## src/ssc_pkg.sv

```systemverilog
// Shared types and constants for the segment stabbing counter.
// Used by every module of the block; depends on nothing.
`timescale 1ns / 1ps

package ssc_pkg;

   localparam int MAX_SEGMENTS = 64;
   localparam int COORD_W      = 32;
   localparam int MODE_W       = 2;
   localparam int HIT_W        = 7;
   localparam logic [HIT_W-1:0] HIT_MAX = {HIT_W{1'b1}};

   typedef enum logic [MODE_W-1:0] {
      OP_CLEAR = 2'd0,
      OP_LOAD  = 2'd1,
      OP_QUERY = 2'd2
   } op_type;

   typedef struct packed {
      logic                      valid;
      op_type                    op;
      logic                      taken;
      logic signed [COORD_W-1:0] seg_start;
      logic signed [COORD_W-1:0] seg_end;
      logic signed [COORD_W-1:0] point;
      logic [HIT_W-1:0]          hits;
   } token_type;

endpackage

```

## src/ssc_cell.sv

```systemverilog
// One segment cell of the chain: holds one segment and its occupancy bit.
// Passes the token to the next cell each enabled cycle; uses ssc_pkg.
`timescale 1ns / 1ps

module ssc_cell (
   input  logic                clock,
   input  logic                reset,
   input  logic                en,
   input  ssc_pkg::token_type  tok_in,
   output ssc_pkg::token_type  tok_out
);

   logic                               occ_ff;
   logic                               occ_in;
   logic signed [ssc_pkg::COORD_W-1:0] start_ff;
   logic signed [ssc_pkg::COORD_W-1:0] end_ff;
   logic                               capture;
   logic                               match;
   ssc_pkg::token_type                 tok_ff;
   ssc_pkg::token_type                 tok_in_next;

   always_comb begin
      capture     = 1'b0;
      match       = 1'b0;
      occ_in      = occ_ff;
      tok_in_next = tok_in;
      if (tok_in.valid) begin
         unique case (tok_in.op)
            ssc_pkg::OP_CLEAR: begin
               occ_in = 1'b0;
            end
            ssc_pkg::OP_LOAD: begin
               if (!tok_in.taken && !occ_ff) begin
                  capture           = 1'b1;
                  occ_in            = 1'b1;
                  tok_in_next.taken = 1'b1;
               end
            end
            ssc_pkg::OP_QUERY: begin
               match = occ_ff && (start_ff <= tok_in.point) && (tok_in.point <= end_ff);
            end
            default: begin
               occ_in = occ_ff;
            end
         endcase
      end
      // saturate the running count
      if (match && (tok_in.hits != ssc_pkg::HIT_MAX)) begin
         tok_in_next.hits = tok_in.hits + ssc_pkg::HIT_W'(1);
      end
   end

   always_ff @(posedge clock) begin
      if (reset) begin
         occ_ff       <= 1'b0;
         tok_ff.valid <= 1'b0;
      end else if (en) begin
         occ_ff <= occ_in;
         tok_ff <= tok_in_next;
      end
   end

   always_ff @(posedge clock) begin
      if (en && capture) begin
         start_ff <= tok_in.seg_start;
         end_ff   <= tok_in.seg_end;
      end
   end

   assign tok_out = tok_ff;

endmodule

```

## config.mk

```make
export PLATFORM = sky130hd
export DESIGN_NAME = ssc_cell
export DESIGN_NICKNAME = d
export VERILOG_FILES = /design/src/ssc_pkg.sv /design/src/ssc_cell.sv
export SDC_FILE = /design/constraint.sdc
export NUM_CORES = 1
export LEC_CHECK = 0
export ABC_CLOCK_PERIOD_IN_PS = 6170
export BUFFER_PORTS_ARGS = -buffer_cell sky130_fd_sc_hd__buf_4
export CAP_MARGIN = 10
export CORE_UTILIZATION = 51
export CTS_CLUSTER_DIAMETER = 80
export DETAILED_ROUTE_END_ITERATION = 8
export GPL_ROUTABILITY_DRIVEN = 0
export HOLD_SLACK_MARGIN = 0.06
export PLACE_DENSITY = 0.8
export SLEW_MARGIN = 25
export SYNTH_ARGS = -nofsm -noshare
export SYNTH_HDL_FRONTEND = slang
export SYNTH_SLANG_ARGS = --single-unit
```

## constraint.sdc

```tcl
create_clock -name clock -period 6.17 [get_ports clock]
set_input_delay 0.3085 -clock clock [delete_from_list [all_inputs] [get_ports clock]]
set_output_delay 0.3085 -clock clock [all_outputs]
set_load 0.02 [all_outputs]
```

Word-level counts from Yosys, hierarchy flattened. Cells that the tools add are included.

Bits of input ports: 110. Word-level logic and storage cells: 40. Bits in registers: 172. Output and inout bits: 107.

Add/sub/neg operators: 1. Eq/ne operators: 4. Multiplexer cells: 11. Reduce and logical (&&, ||, !) cells: 11. Bitwise logic cells: 1. $lt $le $gt $ge: 2.

Operator list (number): 32-bit <= comparator (2); 1-bit 2-to-1 mux (9); 7-bit by 1-bit adder with 7-bit output, second input constant (1); 7-bit 2-to-1 mux (1); 7-bit inequality test, second input constant (1); 1-bit logical AND (5); 4-bit AND reduction (1); 2-bit by 1-bit equality test with 1-bit output, second input constant (1); 2-bit equality test, second input constant (1); 1-bit logical NOT (2); 2-bit logical NOT (1); 2-bit inequality test, second input constant (1); 1-bit case mux with 2 select lines (1); 2-bit AND reduction (1); 2-bit nonzero test (1); 1-bit NOT (1).

Logic depth before layout (Yosys ltp).
Depth after elaboration: 7. Depth in mapped cells: 10. Depth with buffers taken out: 10.

Least setup slack after synthesis. Ideal clock, no wire load.

Path kind: input-to-reg. Start: input reset. End: register tok_ff (netlist bit tok_out[0]) (enable). Buffers on the path: 0. Stages on the path: 1. Data arrival time: 5.020 ns. Setup slack: 0.563 ns. Path through: nor2b_1.

Cells in the longest elaborated chain, start to end: 2.

Ends and longest elaborated chain: start: declaration (RTL line ssc_cell.sv:7) `input logic reset,`; 1-bit NOT (no source line); 2-bit AND reduction (no source line); end signal: assignment (RTL line ssc_cell.sv:59) `tok_ff <= tok_in_next;`; end: declaration (RTL line ssc_cell.sv:19) `ssc_pkg::token_type tok_ff;`.

Every way passes these cells. A chain may end at the register's enable or synchronous reset.

==> run_results.csv <==
group,metric,value,unit
place,dp_hpwl,11500,um
worst_hold_path,hold_path.class,"input port to flip-flop",
clock_tree,cts_buffers,17,
clock_tree,ctsResizeCount,0,
layout,drive_gt1_share,34.8,%
worst_setup_path,required,6340,ps
timing,fin_worst_skew,7.70,ps
floorplan,boundaryPins,217,
place,place.port_buffers,216,
drt,drc,0,
logic_synthesis,synth-seq-area-share,73.3,%
timing,setup_tns,0,ps
clock_tree,cts_hold_buf,27,
clock_tree,clk_path_buf_depth,2,
worst_setup_path,slowest_stage,"or4_4",
outcome,outcome,"finished clean",
timing,max_freq,0.308,GHz
clock_tree,htree_num_levels,4,
logic_synthesis,synth_flop_cell,"edfxtp_1",
layout,area.growth.synth_to_final,42.8,%
floorplan,die_w,119,um
worst_setup_path,crit_chain,"ha_1, a21oi_1, o21ai_0, a221o_1, o31a_1, or4_4, mux2i_4, nor3b_2, mux2_4",
logic_synthesis,synth_area,7020,um^2
timing,rsz0062_at_grt,"no",
timing,setup_viol,0,
worst_setup_path,critPathKind,"flip-flop to flip-flop",
floorplan,coreArea,13300,um^2
layout,layout.nets,904,
grt,grt_pass1_wl,23500,um
drt,drtPass1Iterations,4,
worst_setup_path,crit_buf_inv,0,
grt,grt_pass1_vias,4717,
logic_synthesis,avgSynthCellArea,16.0,um^2
timing,period_share,52.7,%
clock_tree,cts_root_buf,"clkbuf_16",
floorplan,die_y,119,um
run,cap_viol_max_count,0,
drt,vias,4699,
timing,slew-limit-headroom,44.7,%
drt,final_antenna_net_count,0,
clock_tree,cts_setup_buffers,0,
worst_setup_path,critPathLaunchType,"flip-flop",
drt,drt_iter0_drc,259,
worst_setup_path,cpPeakStageDelay,530,ps
drt,routed_wl,16400,um
clock_tree,clock-sinks,172,
grt,grt_max_degree,65,
grt,grt_antenna_before_repair,1,
clock_tree,clock_latency,420,ps
worst_setup_path,crit_fanout,6,
drt,post_drt_wl_per_cell,17.8,um
drt,drt-vias-per-instance,5.11,
clock_tree,path_clk_slew,60,ps
worst_setup_path,end_kind,"flip-flop",
grt,grt-ovfl-total,0,
power_and_ir_drop,p_leak,4.28,nW
floorplan,rows,42,
logic_synthesis,netlist_instances,438,
floorplan,initial_core_util,52.6,%
logic_synthesis,yosysWarnings,0,
worst_setup_path,ff2ff_setup_slack,2920,ps
floorplan,die-area,14200,um^2
logic_synthesis,async_reset_ff_share,0,%
timing,slew_violations,0,
clock_tree,cts_tree,"built",
logic_synthesis,syn_nets,613,
logic_synthesis,synthDistinctLibCells,33,
timing,hold_viol,0,
worst_setup_path,worstPathArrival,3420,ps
timing,tightest_slew,829,ps
power_and_ir_drop,cellPowerDensity,274,nW/um^2
power_and_ir_drop,ir_drop,0.000194,V
logic_synthesis,synth_edf_count,170,
timing,post-route-min-period,3250,ps
grt,grt_usage,22.4,%
logic_synthesis,ys_ff_latch,172,
worst_setup_path,path_delay_family,"compound AO/OA/AOI/OAI gates",
place,preCtsSetupSlack,2910,ps
timing,setup_ws,2920,ps
-- worst reg2reg max path, cell delays in order, from the launching register on --
cell      delay (ps)
edfxtp_1         390
ha_1             310
a21oi_1          150
o21ai_0          160
a221o_1          330
o31a_1           300
or4_4            530
mux2i_4          230
nor3b_2          270
mux2_4           330
-- registers in the layout, summed over array words and instances, names as in the netlist --
name	count
start_ff	32
occ_ff	1
end_ff	32
tok_out	107
-- final timing paths --
path | from | endpoint | cells past startpoint
worst max-delay path | start_ff[7]$_DFFE_PP_ | tok_out[1]$_DFFE_PP_ | 9
worst min register to register | occ_ff$_SDFFE_PP0P_ | occ_ff$_SDFFE_PP0P_ | 2
worst max register to register | start_ff[7]$_DFFE_PP_ | tok_out[1]$_DFFE_PP_ | 9
worst min-delay path | tok_in[62] | tok_out[62]$_DFFE_PP_ | 1
-- metrics by stage --
| step | utilization, % | instances | power (mW) | hold slack, ps | cell area, um^2 |
|---|---|---|---|---|---|
| after detailed placement | 66.6 | 833 | 1.67 | 496 | 8890 |
| final | 75.0 | 919 | 2.74 | 76.0 | 10000 |
| after global placement | 66.6 | 833 | 1.66 | 480 | 8890 |
| after global routing | 75.0 | 919 | 2.82 | 60.6 | 10000 |
| after CTS | 73.1 | 892 | 2.74 | 60.1 | 9750 |
| after floorplan | - | 438 | 1.51 | 381 | 7020 |
-- placed cells by master, fill, tap and decap left out, drive strengths merged, types with 9 or more instances in the layout --
master / n
o21ai: 9
inv: 70
ha: 65
a21oi: 25
buf: 219
nand2: 18
edfxtp: 170
clkbuf: 20
nand4: 17
nor2: 10
dlygate4sd3: 53
-- synthesized netlist by cell type, types with 3 or more instances --
library cell	instances	area share, %
and3_1	3	0.27
edfxtp_1	170	73
nand4_1	17	1.5
o21ai_0	6	0.43
o21ai_1	3	0.21
a221o_1	3	0.43
inv_1	67	3.6
a21o_1	4	0.43
nand3_1	7	0.50
ha_1	65	12
xor2_1	5	0.62
nor2b_1	5	0.45
nor3_1	7	0.50
nor2_1	10	0.54
a21oi_1	24	1.7
nand2_1	18	0.96
nor4_1	5	0.45
-- final cells by class --
type / instances / area, um^2
clock buffer: 20 / 457
tap: 176 / 220
multi-input combinational: 199 / 1630
sequential: 172 / 5140
antenna: 1 / 2.50
fill: 798 / 3330
clock inverter: 12 / 138
timing repair buffer: 272 / 2170
inverter: 67 / 251
-- power by group --
| group | leakage, nW | switching [mW] | total [mW] | internal, mW |
|---|---|---|---|---|
| clock network | 0.276 | 0.440 | 1.06 | 0.621 |
| registers | 1.59 | 0.0158 | 1.36 | 1.34 |
| logic | 2.41 | 0.168 | 0.321 | 0.153 |
-- per-layer routing --
layer  vias up  global-route usage (%)  wire length [um]
met1      2246                    25.1              6370
met3        41                    6.27               967
li1       2232                       -                 -
met4         0                    10.4               496
met2       180                    39.3              8550
met5         -                       0                 0
-- kinds of logic (layout without fill, tap and decap cells) --
group | Yosys count | after routing | synth area share (%)
AOI/OAI and AO/OA | 51 | 51 | 4.53
xor gates and xnor gates | 5 | 5 | 0.624
adders and majority gates | 65 | 65 | 11.6
buffers and inverters | 67 | 371 | 3.58
DFF | 172 | 172 | 73.3
muxes | 3 | 3 | 0.678
other | 0 | 1 | 0
and+or+nand+nor | 75 | 75 | 5.65
(Power assumes the default switching activity.)
