[config.mk]
export PLATFORM = sky130hd
export DESIGN_NAME = ssc_out_stage
export DESIGN_NICKNAME = d
export VERILOG_FILES = /design/src/ssc_pkg.sv /design/src/ssc_out_stage.sv
export SDC_FILE = /design/constraint.sdc
export NUM_CORES = 1
export LEC_CHECK = 0
export BUFFER_PORTS_ARGS = -buffer_cell sky130_fd_sc_hd__buf_2
export CAP_MARGIN = 5
export CORE_UTILIZATION = 15
export DETAILED_ROUTE_END_ITERATION = 8
export PLACE_DENSITY = 0.76
export SLEW_MARGIN = 20
export SYNTH_ARGS = -nofsm -noshare
export SYNTH_HDL_FRONTEND = slang
export SYNTH_SLANG_ARGS = --single-unit
[constraint.sdc]
create_clock -name clock -period 0.8 [get_ports clock]
set_input_delay 0.04 -clock clock [delete_from_list [all_inputs] [get_ports clock]]
set_output_delay 0.04 -clock clock [all_outputs]
set_load 0.01 [all_outputs]
[src/ssc_pkg.sv]
// Shared types and constants for the segment stabbing counter.
// Used by every module of the block; depends on nothing.
`timescale 1ns / 1ps

package ssc_pkg;

   localparam int MAX_SEGMENTS = 64;
   localparam int COORD_W      = 32;
   localparam int MODE_W       = 2;
   localparam int HIT_W        = 7;
   localparam logic [HIT_W-1:0] HIT_MAX = {HIT_W{1'b1}};

   typedef enum logic [MODE_W-1:0] {
      OP_CLEAR = 2'd0,
      OP_LOAD  = 2'd1,
      OP_QUERY = 2'd2
   } op_type;

   typedef struct packed {
      logic                      valid;
      op_type                    op;
      logic                      taken;
      logic signed [COORD_W-1:0] seg_start;
      logic signed [COORD_W-1:0] seg_end;
      logic signed [COORD_W-1:0] point;
      logic [HIT_W-1:0]          hits;
   } token_type;

endpackage

[src/ssc_out_stage.sv]
// Chain exit: sticky drop flag, result register and the global advance enable.
// Takes the token from the last cell; uses ssc_pkg.
`timescale 1ns / 1ps

module ssc_out_stage (
   input  logic                       clock,
   input  logic                       reset,
   input  ssc_pkg::token_type         tok,
   output logic                       advance,
   output logic                       rsp_tvalid,
   input  logic                       rsp_tready,
   output logic [ssc_pkg::HIT_W-1:0]  hit_count,
   output logic                       load_dropped
);

   logic                      rsp_valid_ff;
   logic                      drop_ff;
   logic                      drop_in;
   logic [ssc_pkg::HIT_W-1:0] hit_ff;
   logic                      dropped_ff;

   assign advance = !rsp_valid_ff || rsp_tready;

   always_comb begin
      drop_in = drop_ff;
      if (tok.valid) begin
         unique case (tok.op)
            ssc_pkg::OP_CLEAR: drop_in = 1'b0;
            ssc_pkg::OP_LOAD:  drop_in = drop_ff || !tok.taken;
            default:           drop_in = drop_ff;
         endcase
      end
   end

   always_ff @(posedge clock) begin
      if (reset) begin
         rsp_valid_ff <= 1'b0;
         drop_ff      <= 1'b0;
      end else if (advance) begin
         rsp_valid_ff <= tok.valid && (tok.op == ssc_pkg::OP_QUERY);
         drop_ff      <= drop_in;
      end
   end

   always_ff @(posedge clock) begin
      if (advance) begin
         hit_ff     <= tok.hits;
         dropped_ff <= drop_ff;
      end
   end

   assign rsp_tvalid   = rsp_valid_ff;
   assign hit_count    = hit_ff;
   assign load_dropped = dropped_ff;

endmodule

Word-level counts from Yosys, hierarchy flattened
Cells that the tools add are included.
{ "op_classes": {"eq_ne": 2, "n_mux": 1, "n_reduce_logical": 8} }
{ "ops": {"columns": ["operator", "n"], "rows": [
  ["AND reduction 3 bit", 1],
  ["equality test 2 x 1 -> 1 bit (second input constant)", 1],
  ["equality test 2 bit (second input constant)", 1],
  ["zero test 1 bit", 2],
  ["zero test 2 bit", 1],
  ["logical OR 1 bit", 2],
  ["case mux 1 bit (2 select lines)", 1],
  ["nonzero test 2 bit", 1],
  ["logical AND 1 bit", 1]
]} }
{ "word_totals": {"register_bits": 10, "in_bits": 110, "out_inout_bits": 10, "elab_cells": 15} }

Depth between registers and ports, before layout
Gate-level depths: netlist of the first run.
{ "depth": {"ltp_word": 3, "depth_mapped": 3, "mapped_depth_nobuf": 3} }

Worst setup path before layout of the first run
Ideal clock, no wire load.
{ "synth_timing": {"kind": "reg-to-reg", "start": "register rsp_valid_ff, in the netlist rsp_tvalid", "end": "register drop_ff", "setup_time_ps": 73, "arrival_ps": 886, "required_ps": 727, "path_slack_ps": -159, "stages_incl_launch_ff": 4, "n_path_buf": 0, "synth_period_minus_slack_ps": 959, "cell_sequence": "dfxtp_1 > nand2b_4 > and4b_1 > nor3_2"} }
{ "synth_between": {"elab_chain_cells": 3} }
{ "synth_rtl": {"columns": ["element", "line_no", "text"], "rows": [
  ["start: declaration", "ssc_out_stage.sv:16", "logic rsp_valid_ff;"],
  ["start signal: assignment", "ssc_out_stage.sv:40", "rsp_valid_ff <= tok.valid && (tok.op == ssc_pkg::OP_QUERY);"],
  ["zero test 1 bit", "ssc_out_stage.sv:22", "assign advance = !rsp_valid_ff || rsp_tready;"],
  ["logical OR 1 bit", "ssc_out_stage.sv:22", null],
  ["named net advance", "ssc_out_stage.sv:9", "output logic advance,"],
  ["AND reduction 3 bit (no line)", null, null],
  ["end signal: assignment", "ssc_out_stage.sv:41", "drop_ff <= drop_in;"],
  ["end: declaration", "ssc_out_stage.sv:17", "logic drop_ff;"]
]} }
The timed path passes the listed nets, and every way through them passes these cells.
A chain may end at the register's enable or synchronous reset.

Final worst setup path of the first run
{ "layout_timing": {"start": "register rsp_valid_ff, in the netlist rsp_tvalid", "end": "register hit_ff (netlist bit hit_count[3]), enable pin"} }
{ "layout_between": {"elab_chain_cells": 2} }
{ "layout_rtl": {"columns": ["element", "line_no", "text"], "rows": [
  ["zero test 1 bit", "ssc_out_stage.sv:22", null],
  ["logical OR 1 bit", "ssc_out_stage.sv:22", null],
  ["end signal: assignment", "ssc_out_stage.sv:47", "hit_ff <= tok.hits;"],
  ["end: declaration", "ssc_out_stage.sv:19", "logic [ssc_pkg::HIT_W-1:0] hit_ff;"]
]} }
No other way between the ends.

==> flow_summary.yaml, run 1 <==
timing:
  relSlewSlack: 0.8927
  finalCriticalPeriod_ps: 877.3
  setup_viol: 10
  post-route-period-util: 1.097
  skew_ps: 3.265
  hold_viol: 0
  layout_setup_ws_ps: -77.31
  holdWs_ps: 43.47
  tightest_slew_ps: 161.0
  slew_violations: 0
  rsz0062_at_grt: "yes"
  fmax_mhz: 1140
  tns_ps: -670.9
grt:
  grt_pass1_wl_um: 1041
  grt_overflow: 0
  grt_max_degree: 8
  track_usage: 0.06092
  antenna_found_initial: 0
  grt_pass1_vias: 265
placed_design:
  pre_cts_slack_ps: -68.16
  globalplace.congestion: 0.5927
  port_buffers: 23
  place_area_um2: 503.0
detailed_routing:
  via_count: 282
  routedWlPerCell_um: 8.476
  first_iter_violations: 2
  drtPass1Iterations: 2
  routed_wirelength_um: 695
  ant_nets: 0
  viasPerCell: 3.439
  drc: 0
cts:
  cts_inserted_buffers: 3
  cts_tree: "built"
  htreeDepth: 1
  root_buffer: "clkbuf_4"
  cts.reportedPaths.clkPinSlew_ps: 60
  cts_buffer_depth: 2
  cts_sinks: 10
  clk_latency_ps: 260
synth:
  ys_ff_latch: 10
  synth_warnings: 0
  synth_top_area_share: 0.7007
  synth.distinct_cells: 9
  syn_area_per_cell_um2: 19.05
  yosysSeqAreaShare: 0.8175
  synthCells: 18
  synth_top_cell_by_area: "edfxtp_1"
  synth_area_leaders: "edfxtp_1 (70%), dfxtp_1 (12%), nand2b_4 (4.0%), and4b_1 (2.9%), nor3_2 (2.9%)"
  mappedNetlistArea_um2: 342.8
  synth_nets: 128
cells_and_area:
  final-seq-area_um2: 284.0
  mostFrequentLayoutCells: "buf_2 (22), edfxtp_1 (8), dlygate4sd3_1 (8)"
  mostFrequentLayoutCell: "buf_2"
  fin_area_um2: 634.4
  multi_input_area_um2: 62.56
  syn_to_final_growth_pct: 85.04
  antennaDiodeCount: 0
  nets: 166
  fill_cells: 211
  final_layout_size_suffix_gt1_frac: 0.5818
floorplanning:
  die_y_um: 49.81
  coreArea_um2: 2062
  pin_count: 120
  die_x_um: 49.81
  initial_core_util: 0.1663
  fp.dieArea_um2: 2481
  rows: 16
power_and_ir_drop:
  internal_power_w: 0.0008517
  power.density_nw_per_um2: 1697
  p_clk_frac: 0.320
  p_sw_w: 0.0002247
  p_seq_frac: 0.556
  ir_worst_vdd_mv: 0.9005
  power_frac_comb: 0.124
  p_sw_frac: 0.2088
  leakagePower_nw: 0.2873
run:
  drv_cap: 0
critical_path:
  cp-end-kind: "register"
  cp_max_fo: 7
  worst_setup_path_start_kind: "register"
  required_ps: 780
  crit_arrival_ps: 860
  crit_type: "reg -> reg"
status:
  violations: "negative setup slack"
  outcome: "finished with violations"
hold_path:
  worstHoldPathType: "in -> reg"
[cell families (layout without fill, tap and decap cells)]
family / Yosys count / after routing / synth area share
flip-flops: 10 / 10 / 0.8175
AND/OR/NAND/NOR: 4 / 4 / 0.1204
AO/OA/AOI/OAI: 2 / 2 / 0.04014
buffers and inverters: 2 / 39 / 0.02191
[flip-flops by register name (all words and copies together), names as in the netlist]
| signal | cells |
|---|---|
| hit_count | 7 |
| drop_ff | 1 |
| load_dropped | 1 |
| rsp_tvalid | 1 |
[critical path, cell delays in order (launching register included)]
cell and delay [ps]:
dfxtp_4 350, nand2b_4 110, buf_6 140
[cell type report]
cell class / instances / area share
clock buffer: 3 / 0.03550
clock inverter: 1 / 0.005917
inverter: 2 / 0.01183
multi-input combinational: 6 / 0.09862
sequential: 10 / 0.4477
tap: 27 / 0.05325
timing repair buffer: 33 / 0.3471
[per-layer routing]
metal | vias to the layer above | wire length [µm] | GRT usage
li1 | 142 | - | -
met1 | 119 | 290 | 0.05545
met2 | 21 | 309 | 0.09910
met3 | 0 | 94 | 0.04630
met4 | 0 | 0 | 0.02857
met5 | - | 0 | 0
[per-stage QoR]
stage	utilization	instances	total power [W]
finish	0.3076	82	0.001076
detailed placement	0.2439	68	0.0007092
floorplan	-	18	0.0006478
CTS	0.3076	82	0.001096
global route	0.3076	82	0.001130
global placement	0.2439	68	0.0007081
[worst paths after layout]
kind                            startpoint  slack (ps)  depth (start not counted)            to
worst max-delay path            rsp_tvalid         -80                          2  hit_count[3]
worst min-delay path              tok[105]          40                          3    rsp_tvalid
worst min register to register     drop_ff         470                          0  load_dropped
worst max register to register  rsp_tvalid         -80                          2  hit_count[3]
[Yosys cell counts]
cell type and instances:
nand3b_1 1, a41oi_1 1, and4b_1 1, nor3_2 1, a21oi_1 1, edfxtp_1 8
nand2b_4 1, inv_1 2, dfxtp_1 2
[power by group through the flow]
| stage | Sequential, W | Combinational, W | Clock (W) |
|---|---|---|---|
| global placement | 0.000610 | 0.0000984 | 0 |
| finish | 0.000598 | 0.000134 | 0.000344 |
| global route | 0.000601 | 0.000144 | 0.000385 |
| floorplan | 0.000627 | 0.0000212 | 0 |
| CTS | 0.000599 | 0.000135 | 0.000363 |
| detailed placement | 0.000610 | 0.0000994 | 0 |
[what timing repair did]
item                                    CTS  global route
endpoints found under the setup margin   14            18
pin swaps                                 1             0
gates resized for setup                   2             0
hold buffers                              8             0
hold endpoints to repair                  9             0
setup buffers                             2             0
(Power assumes the default switching activity.)
==> run 2: changes to the inputs <==
- ABC_AREA: unset -> 1
- PLACE_DENSITY: 0.76 -> 0.72
==> flow_summary.yaml, run 2 <==
power_and_ir_drop:
  p_seq_frac: 0.557
  power_frac_comb: 0.129
  internal_power_w: 0.0008517
  ir_worst_vdd_mv: 0.6240
  p_sw_frac: 0.2104
  power.density_nw_per_um2: 1684
  p_clk_frac: 0.314
  p_sw_w: 0.0002270
  leakagePower_nw: 0.3073
critical_path:
  r2r_slack_ps: -50
  crit_type: "reg -> reg"
  cp-end-kind: "register"
  worst_setup_path_start_kind: "register"
  crit_arrival_ps: 830
  reg2regPathDepth: 2
  cp_max_fo: 6
  critPathMaxStageDelay_ps: 330
  required_ps: 780
  critical-path-slowest-cell: "dfxtp_2"
  worstPathCellList: "nand2_4 -> buf_4"
  r2r-start: "rsp_tvalid"
  rr_endpoint: "hit_count[1]"
  cp_top_family: "flip-flops"
  path_buf_inv: 1
cells_and_area:
  syn_to_final_growth_pct: 81.56
  multi_input_area_um2: 55.05
  fin_area_um2: 640.6
  mostFrequentLayoutCell: "buf_2"
  nets: 174
  antennaDiodeCount: 0
  fill_cells: 248
  final_layout_size_suffix_gt1_frac: 0.5556
  mostFrequentLayoutCells: "buf_2 (22), edfxtp_1 (8), dlygate4sd3_1 (8)"
  final-seq-area_um2: 281.5
  largest_reg_flops: 7
detailed_routing:
  routedWlPerCell_um: 7.945
  first_iter_violations: 3
  drc: 0
  ant_nets: 0
  viasPerCell: 3.418
  drtPass1Iterations: 2
  via_count: 311
  routed_wirelength_um: 723
floorplanning:
  die_y_um: 50.50
  fp.dieArea_um2: 2550
  initial_core_util: 0.1595
  pin_count: 120
  coreArea_um2: 2212
  rows: 17
  die_x_um: 50.50
timing:
  post-route-period-util: 1.066
  layout_setup_ws_ps: -52.45
  fmax_mhz: 1173
  rsz0062_at_grt: "yes"
  tightest_slew_ps: 104.8
  relSlewSlack: 0.9300
  finalCriticalPeriod_ps: 852.4
  holdWs_ps: 52.87
  slew_violations: 0
  setup_viol: 11
  skew_ps: 1.373
  hold_viol: 0
synth:
  synth.distinct_cells: 10
  synth_area_leaders: "edfxtp_1 (68%), dfxtp_1 (11%), nand3_1 (4.3%), inv_1 (4.3%), nor2_2 (3.5%)"
  mappedNetlistArea_um2: 352.8
  async_flop_share: 0
  synth_warnings: 0
  synth-edff-count: 8
  synth_top_area_share: 0.6809
  synth.most_common_cell: "edfxtp_1"
  yosys-top-cells-count: "edfxtp_1 (8), inv_1 (4), nand3_1 (3)"
  synth_top_cell_by_area: "edfxtp_1"
  synth_nets: 136
  synthFlopType: "edfxtp_1"
  syn_area_per_cell_um2: 13.57
  yosysSeqAreaShare: 0.7943
  synthCells: 26
  ys_ff_latch: 10
grt:
  grt_pass1_vias: 301
  grt_max_degree: 7
  grt_overflow: 0
  track_usage: 0.05909
  antenna_found_initial: 0
  grt_pass1_wl_um: 1062
hold_path:
  worstHoldPathType: "in -> reg"
  min_path_cells: 3
  worstHoldEndpoint: "rsp_tvalid"
  worstHoldStart: "tok[106]"
placed_design:
  globalplace.congestion: 0.6434
  pre_cts_slack_ps: 0.6779
  port_buffers: 23
  hpwlAfterDp_um: 563.8
  place_area_um2: 509.2
cts:
  cts_sinks: 10
  htreeDepth: 1
  cts.reportedPaths.clkPinSlew_ps: 60
  cts_tree: "built"
  cts_inserted_buffers: 3
  cts_buffer_depth: 2
  root_buffer: "clkbuf_4"
  clk_latency_ps: 260
status:
  outcome: "finished with violations"
  violations: "negative setup slack"
run:
  drv_cap: 0
==> run 2: cell count changes after synthesis, moves of 2 or more <==
cell | before | now
nand3_1 | 0 | 3
inv_1 | 2 | 4
inv_2 | 0 | 2
nand2_1 | 0 | 2
nor2_2 | 0 | 2
==> run 2: metrics by stage <==
stage	power [W]	setup TNS, ps	cells	util
after floorplan	0.0006546	0	26	-
after global placement	0.0007123	0	77	0.2302
after detailed placement	0.0007165	0	77	0.2302
after CTS	0.001099	-514.4	91	0.2879
after global routing	0.001123	-883.3	91	0.2896
final	0.001079	-423.3	91	0.2896
==> run 2: worst max-delay path by stage <==
stage	slack, ps	depth (start not counted)	end	from
floorplan	3	5	drop_ff	rsp_tvalid
global route	-80	2	hit_count[6]	rsp_tvalid
global placement	20	5	drop_ff	rsp_tvalid
CTS	-60	2	advance	rsp_tvalid
detailed placement	0.7	5	drop_ff	rsp_tvalid
finish	-50	2	hit_count[1]	rsp_tvalid
==> run 2: power groups by stage <==
stage	Combinational (W)	Sequential [W]	Clock (W)
5_1_grt	0.000152	0.000603	0.000369
4_1_cts	0.000140	0.000601	0.000358
3_3_place_gp	0.000101	0.000612	0
2_1_floorplan	0.0000255	0.000629	0
3_5_place_dp	0.000104	0.000612	0
6_report	0.000139	0.000601	0.000338
==> run 2: routing by layer <==
metal / share of wire / global-route usage / wire, µm / vias to the layer above
met3: 0.11 / 0.04545 / 77 / 0
met4: 0 / 0.01389 / 0 / 0
met5: 0 / 0 / 0 / -
li1: - / - / - / 156
met2: 0.53 / 0.1111 / 383 / 18
met1: 0.36 / 0.04664 / 263 / 137
==> run 2: cells by family after synthesis <==
kind of cell / Yosys count / share of synthesized area
buf+inv: 7 / 0.07445
flops: 10 / 0.7943
compound gates: 1 / 0.01417
simple gates: 8 / 0.1170
==> run 2: final cells by class <==
cell class	count	area share
Sequential cell	10	0.4395
Timing Repair Buffer	33	0.3379
Multi-Input combinational cell	9	0.08594
Tap cell	28	0.05469
Inverter	7	0.04102
Clock buffer	3	0.03516
Clock inverter	1	0.005859
==> run 2: worst register-to-register path: cells and delay by family, from the launching register on <==
kind | cells | cell delay [ps]
flip-flops | 1 | 330
buffers and inverters | 1 | 150
AND/OR/NAND/NOR | 1 | 80
==> run 2: timing repair <==
item / CTS / global route
gates resized for setup: 1 / 1
setup endpoints to repair: 11 / 19
pin swaps: 1 / 0
setup buffers: 2 / 0
hold endpoints to repair: 8 / 0
hold buffers: 8 / 0
==> run 3: changes to the inputs <==
- CORE_UTILIZATION: 15 -> 18
- PLACE_DENSITY: 0.72 -> 0.81
- clock period: 0.8 -> 1 ns (I/O delays scaled with it)
==> flow_summary.yaml, run 3 (synthesis gave the netlist of run 2 again) <==
grt:
  grt_pass1_vias: 272
  grt_max_degree: 13
  antenna_found_initial: 0
  track_usage: 0.07730
  grt_overflow: 0
  grt_pass1_wl_um: 1048
cts:
  root_buffer: "clkbuf_4"
  cts_buffer_depth: 2
  cts.reportedPaths.clkPinSlew_ps: 60
  htreeDepth: 1
  cts_tree: "built"
  cts_inserted_buffers: 3
  clk_latency_ps: 250
  cts_sinks: 10
floorplanning:
  initial_core_util: 0.1979
  die_x_um: 46.28
  die_y_um: 46.28
  rows: 15
  fp.dieArea_um2: 2141
  pin_count: 120
  coreArea_um2: 1783
timing:
  skew_ps: 6.864
  post-route-period-util: 0.9086
  relSlewSlack: 0.9109
  tightest_slew_ps: 133.4
  finalCriticalPeriod_ps: 908.6
  fmax_mhz: 1101
  setup_viol: 0
  slew_violations: 0
  hold_viol: 0
  rsz0062_at_grt: "no"
  tns_ps: 0
critical_path:
  path_buf_inv: 1
  crit_arrival_ps: 860
  worst_setup_path_start_kind: "register"
  critical-path-slowest-cell: "dfxtp_1"
  cp_top_family: "flip-flops"
  crit_start: "rsp_tvalid"
  required_ps: 950
  critPathMaxStageDelay_ps: 380
  crit_type: "reg -> out"
  worstPathCellList: "nand2_4 -> buf_2"
  cp-end-kind: "primary output"
  r2r-start: "rsp_tvalid"
  cp_max_fo: 6
placed_design:
  globalplace.congestion: 0.6326
  port_buffers: 23
  place_area_um2: 499.2
  hpwlAfterDp_um: 489.8
cells_and_area:
  fin_area_um2: 621.8
  fill_cells: 184
  mostFrequentLayoutCell: "buf_2"
  largest_reg_flops: 7
  mostFrequentLayoutCells: "buf_2 (23), edfxtp_1 (8), dlygate4sd3_1 (8)"
  final_layout_size_suffix_gt1_frac: 0.5323
  nets: 174
  syn_to_final_growth_pct: 76.24
  antennaDiodeCount: 0
detailed_routing:
  m1WireLength_um: 267
  routed_wirelength_um: 680
  first_iter_violations: 0
  drc: 0
  via_count: 292
  viasPerCell: 3.356
  top_layer: "met3"
  ant_nets: 0
  wl_met3_um: 46
  wl_met2_um: 366
  drtPass1Iterations: 1
  routedWlPerCell_um: 7.816
power_and_ir_drop:
  power.density_nw_per_um2: 1356
  ir_worst_vdd_mv: 0.4886
  leakagePower_nw: 0.3018
hold_path:
  worstHoldPathType: "in -> reg"
  worstHoldStart: "tok[104]"
run:
  drv_cap: 0
status:
  outcome: "completed"
==> run 3: tightest hold or removal path: cells and delay by family <==
| family | cells | cell delay [ps] |
|---|---|---|
| AOI/OAI and AO/OA | 1 | 50 |
| buffers and inverters | 2 | 120 |
| and+or+nand+nor | 1 | 60 |
==> run 3: path summary, 6_finish.rpt <==
check	to	slack, ps	depth (start not counted)
worst min-delay path	rsp_tvalid	60	4
worst max-delay path	advance	90	2
worst max register to register	hit_count[2]	120	2
worst min register to register	load_dropped	460	0
==> run 3: power breakdown <==
part	switching, W	internal (W)
Sequential	0.00000649	0.000474
Combinational	0.0000456	0.0000621
Clock	0.000118	0.000138
Total	0.000170	0.000674
==> run 3: timing repair <==
action,in CTS,in global routing
endpoints found under the setup margin,1,1
hold buffers,8,0
gates cloned,0,0
endpoints found under the hold margin,8,0
gates resized for setup,1,0
pin swaps,0,1
buffers inserted,0,2
==> run 3: area by class of cell <==
cell class	count	area, µm²	share of cell area
Clock buffer	3	22.52	0.03622
Inverter	7	26.28	0.04225
Multi-Input combinational cell	9	51.30	0.08250
Sequential cell	10	280.3	0.4507
Tap cell	25	31.28	0.05030
Timing Repair Buffer	33	210.2	0.3380
==> run 3: layer usage <==
metal / up-vias / global-route usage
li1: 156 / -
met1: 122 / 0.07005
met2: 14 / 0.1268
met3: 0 / 0.03529
met4: 0 / 0.07059
met5: - / 0
==> run 3: stage by stage <==
step | setup WS, ps | std cells | hold WS, ps | power, W | util
floorplan | 88.74 | 26 | 119.1 | 0.0005217 | -
global placement | 122.8 | 74 | 227.1 | 0.0005667 | 0.2800
detailed placement | 91.96 | 74 | 228.1 | 0.0005702 | 0.2800
CTS | 7.390 | 85 | 57.23 | 0.0008579 | 0.3404
global route | 52.96 | 87 | 67.49 | 0.0008878 | 0.3488
finish | 91.41 | 87 | 64.67 | 0.0008433 | 0.3488
